--- src/hw/rtl/uvs_pkg.sv ---
// Shared widths, constants and types of the UV sphere vertex generator.
package uvs_pkg;

  localparam int IDX_W = 10;  // cell index width
  localparam int CNT_W = 11;  // stack / sector count width
  localparam int PH_W  = 32;  // angle phase, 2^-32 turn
  localparam int SC_W  = 32;  // signed Q30 sine / cosine
  localparam int TEX_W = 16;
  localparam int POS_W = 17;
  localparam int NRM_W = 16;
  localparam int RAD_W = 16;

  localparam logic [30:0] Q30_ONE = 31'h4000_0000;

  // Per-vertex data that rides along the arithmetic pipeline
  typedef struct packed {
    logic [TEX_W-1:0] tex_u;
    logic [TEX_W-1:0] tex_v;
    logic             last;
  } uvs_side_t;

endpackage

--- src/hw/rtl/uvs_div.sv ---
// Pipelined restoring divider: angle phases and texture coordinates from row and column.
module uvs_div (
  input  logic                             clk,
  input  logic                             rst_n,
  input  logic                             in_valid,
  input  logic [1:0][uvs_pkg::CNT_W-1:0]   in_k,      // lane 0 stack row, lane 1 sector column
  input  logic [1:0][uvs_pkg::CNT_W-1:0]   in_n,      // effective counts, stable while busy
  input  logic                             in_last,
  output logic                             out_valid,
  output logic [1:0][uvs_pkg::PH_W-1:0]    out_phase,
  output uvs_pkg::uvs_side_t               out_side
);
  import uvs_pkg::*;

  localparam int STAGES    = 8;
  localparam int STEPS     = 4;   // quotient bits per stage
  localparam int TEX_STEPS = 15;  // k*2^15/n for the Q1.15 texture coordinate

  logic [CNT_W-1:0] rem_r   [2][STAGES];
  logic [CNT_W-1:0] rem_nxt [2][STAGES];
  logic [PH_W:0]    quo_r   [2][STAGES];
  logic [PH_W:0]    quo_nxt [2][STAGES];
  logic [TEX_W-1:0] tex_r   [2][STAGES];
  logic [TEX_W-1:0] tex_nxt [2][STAGES];
  logic [STAGES-1:0] vld_r;
  logic [STAGES-1:0] last_r;

  // Quotient bits of k*2^31/n (polar) and k*2^32/n (azimuth), STEPS per stage
  always_comb begin
    logic [CNT_W:0]   rr;
    logic [CNT_W:0]   sum;
    logic [CNT_W-1:0] rem;
    logic [PH_W:0]    quo;
    logic [TEX_W-1:0] tex;
    for (int l = 0; l < 2; l++) begin
      for (int g = 0; g < STAGES; g++) begin
        if (g == 0) begin
          // integer part is 1 only when k equals n
          if (in_k[l] >= in_n[l]) begin
            rem = in_k[l] - in_n[l];
            quo = (PH_W+1)'(1);
          end else begin
            rem = in_k[l];
            quo = '0;
          end
          tex = '0;
        end else begin
          rem = rem_r[l][g-1];
          quo = quo_r[l][g-1];
          tex = tex_r[l][g-1];
        end
        for (int t = 0; t < STEPS; t++) begin
          if (g * STEPS + t < PH_W - 1 + l) begin
            rr = {rem, 1'b0};
            if (rr >= {1'b0, in_n[l]}) begin
              rr  = rr - {1'b0, in_n[l]};
              quo = {quo[PH_W-1:0], 1'b1};
            end else begin
              quo = {quo[PH_W-1:0], 1'b0};
            end
            rem = rr[CNT_W-1:0];
            if (g * STEPS + t == TEX_STEPS - 1) begin
              // round half up: remainder plus n/2 reaching n
              sum = {1'b0, rem} + {1'b0, in_n[l] >> 1};
              tex = quo[TEX_W-1:0] + TEX_W'(sum >= {1'b0, in_n[l]});
            end
          end
        end
        rem_nxt[l][g] = rem;
        quo_nxt[l][g] = quo;
        tex_nxt[l][g] = tex;
      end
    end
  end

  always_ff @(posedge clk) begin
    if (!rst_n) begin
      vld_r <= '0;
    end else begin
      vld_r <= {vld_r[STAGES-2:0], in_valid};
    end
  end

  always_ff @(posedge clk) begin
    last_r <= {last_r[STAGES-2:0], in_last};
    for (int l = 0; l < 2; l++) begin
      for (int g = 0; g < STAGES; g++) begin
        rem_r[l][g] <= rem_nxt[l][g];
        quo_r[l][g] <= quo_nxt[l][g];
        tex_r[l][g] <= tex_nxt[l][g];
      end
    end
  end

  assign out_valid    = vld_r[STAGES-1];
  assign out_phase[0] = quo_r[0][STAGES-1][PH_W-1:0];
  assign out_phase[1] = quo_r[1][STAGES-1][PH_W-1:0];
  assign out_side     = '{tex_u: tex_r[1][STAGES-1],
                          tex_v: tex_r[0][STAGES-1],
                          last:  last_r[STAGES-1]};

endmodule

--- config.mk ---
export PLATFORM = sky130hd
export DESIGN_NAME = uvs_div
export DESIGN_NICKNAME = d
export VERILOG_FILES = /design/src/hw/rtl/uvs_pkg.sv /design/src/hw/rtl/uvs_div.sv
export SDC_FILE = /design/constraint.sdc
export NUM_CORES = 2
export LEC_CHECK = 0
export ABC_AREA = 1
export BUFFER_PORTS_ARGS = -buffer_cell sky130_fd_sc_hd__buf_2
export CAP_MARGIN = 20
export CORE_UTILIZATION = 70
export CTS_BUF_LIST = sky130_fd_sc_hd__clkbuf_8
export DETAILED_ROUTE_END_ITERATION = 6
export PLACE_DENSITY = 0.9
export SYNTH_ARGS = -nofsm -noshare
export SYNTH_HDL_FRONTEND = slang
export SYNTH_SLANG_ARGS = --single-unit
--- constraint.sdc ---
create_clock -name clk -period 34.4 [get_ports clk]
set_input_delay 6.88 -clock clk [delete_from_list [all_inputs] [get_ports clk]]
set_output_delay 6.88 -clock clk [all_outputs]
set_load 0.03 [all_outputs]
==> metrics.txt <==
crit end category register; number of core rows roughly 100; Mapped Area ~0.051 mm^2; final core occ 76.5%; Hold Path Class reg2reg; fmax 59.0 MHz; Mapped Cells around 7.4k; hold endpoint quo_r[1][114]; DR iter-0 viols 4179; CTS H-tree lvls 3; Arr. time, crit path about 18 ns; R2R Path Start rem_r[0][55]; Crit path max-delay family simple AND/OR/NAND/NOR gates; drt via density between 5 and 6; GRT Util Overall 36.5%; CTS Hold Bufs 0; Worst-Margin Slew 1.03 ns; WL final 139 mm; CTS tree yes; relative slew slack 31.3%; final hold viol count 0; port bufs 145; post-synthesis sequential area ratio 24.5%; Synth Flop Type dfxtp_1; initial antenna violation count 9; global route overflow 0; drt wl/cell 16.3 um; Clk pin slew, worst setup/hold paths 0.06 ns; initial core utilization 71.3%; First-pass DRT Iterations 6; critical hold path startpoint quo_r[1][143]; period utilization around 50%; pin count of the biggest net entering global routing 48; Syn Area/Cell 6.98 um^2; Die Height 273 um; Synthesis Warnings 0; Final #Nets 8312; Yosys reg bits approximately 630; setup violators final 0; area grow syn2layout 7.36%; DIE AREA around 0.075 mm^2; Std-Cell Core Area 0.0721 mm^2; post-layout minimum cycle time 16.94 ns; slowest cell on the critical path inv_1; setup slack, reg-to-reg 23.78 ns; buffers and inverters on the worst path 6; CTS root buffer clkbuf_8; Worst R2R Path Depth 52; final estimated routing congestion in global placement 0.995; maxcap violations 0; Detail Route Antenna Nets 0; EDFF count, synth 0; outcome completed; hpwl dp 103 mm; Post-CTS Resized 0; RSZ-0062 raised after global routing false; Post-Route Setup TNS 0 ns; crit-path max cell delay 0.46 ns; Worst Skew 0.0591 ns; I/O pins 146; endpoint of the worst-slack reg-to-reg timing path tex_r[0][76]; CTS buffer count 100; CP Launch Type input pin; clock sink count 628; Hold Crit Depth 0; vias in the first global route 46.2k; critical path type in2reg; first-pass GRT wire length 224 mm; CP Data Required Time 34.97 ns; asr flop ratio synth 0%; setup bufs post-CTS 0; Mapped Nets 8144; Distinct cells, synth 66; ratio of cells with drive above 1 in the final layout a little under 7%; Final Max Tran Viols 0; die width 273 um; via count between 40k and 50k; DR DRC count 0; clk_lat worst skew 0.75 ns; critical path peak fanout 19; clk buf depth 3
==> worst register-to-register path, delay by kind of cell, from the launching register on <==
| family | cells | cell delay (ns) |
|---|---|---|
| compound gates | 18 | 3.27 |
| fa+ha+maj | 7 | 2.30 |
| xor+xnor | 2 | 0.31 |
| flops | 1 | 0.43 |
| buf+inv | 4 | 0.79 |
| simple gates | 21 | 3.45 |
==> cell usage after synthesis, types with 54 or more instances <==
library cell / count / area share, %
a21oi_1: 579 / 5.6
buf_2: 67 / 0.65
dfxtp_1: 628 / 24
ha_1: 712 / 17
inv_1: 800 / 5.8
nand2_1: 2055 / 15
nand3_1: 493 / 4.8
nand4_1: 81 / 0.99
nor2_1: 387 / 2.8
nor3_1: 79 / 0.77
o21ai_0: 372 / 3.6
or2_2: 54 / 0.66
xnor2_1: 183 / 3.1
xor2_1: 388 / 6.6
==> final cells by class <==
type | count | area, um^2
Clock buffer | 110 | 1510
Multi-Input combinational cell | 5796 | 35100
Tap cell | 950 | 1190
Inverter | 816 | 3070
Sequential cell | 628 | 12600
Fill cell | 5600 | 16900
Timing Repair Buffer | 190 | 1070
Antenna cell | 2 | 5.00
Clock inverter | 62 | 701
==> cell usage in the layout (no fill, tap or decap), drive strengths merged, types with 13 or more instances in the layout <==
master and n:
a211oi 14, a21o 24, a21oi 597, a31oi 28, buf 190, bufinv 13
clkbuf 110, clkinv 20, dfxtp 628, fa 20, ha 712, inv 841
nand2 2077, nand3 515, nand4 83, nor2 402, nor3 80, nor4 14
o211ai 26, o21a 24, o21ai 407, o21bai 44, o31ai 35, or2 63
xnor2 183, xor2 388
==> metal layers <==
metal	routed length, um	share of wire, %	track usage [%]
met4	4850	3.5	14.4
met3	13400	9.7	5.99
met2	60700	44	58.8
met1	60000	43	48.4
met5	26	0.019	0
==> metrics by stage <==
stage	instance area, um^2	std cells	setup slack (ns)	hold WS [ns]
2_1_floorplan	51400	7364	18.04	0.310
3_3_place_gp	53000	8380	17.44	0.309
3_5_place_dp	53000	8380	17.05	0.312
4_1_cts	55200	8552	17.69	0.284
5_1_grt	55200	8554	16.44	0.296
6_report	55200	8554	17.46	0.301
==> flip-flops by register name (all words and copies together), names as in the netlist <==
register / flops
rem_r: 154
last_r: 8
tex_r: 160
quo_r: 298
vld_r: 8
==> kinds of logic after synthesis <==
| group | share of synthesized area, % |
|---|---|
| xor+xnor | 9.73 |
| simple gates | 26.9 |
| compound gates | 13.5 |
| flops | 24.5 |
| buf+inv | 7.32 |
| fa+ha+maj | 18.1 |
==> how the worst max path moves through the flow <==
stage,from,end,slack (ns),depth (start not counted)
floorplan,in_n[0],tex_r[0][76],18.04,60
global placement,in_n[12],tex_r[1][78],17.44,50
detailed placement,in_n[14],tex_r[1][78],17.05,52
CTS,in_n[14],tex_r[1][78],17.69,52
global route,in_n[0],tex_r[0][76],16.44,52
finish,in_n[12],tex_r[1][78],17.46,50
Power is not shown: default switching activity piles up to over one toggle a cycle in this logic, so the estimate is an artifact.
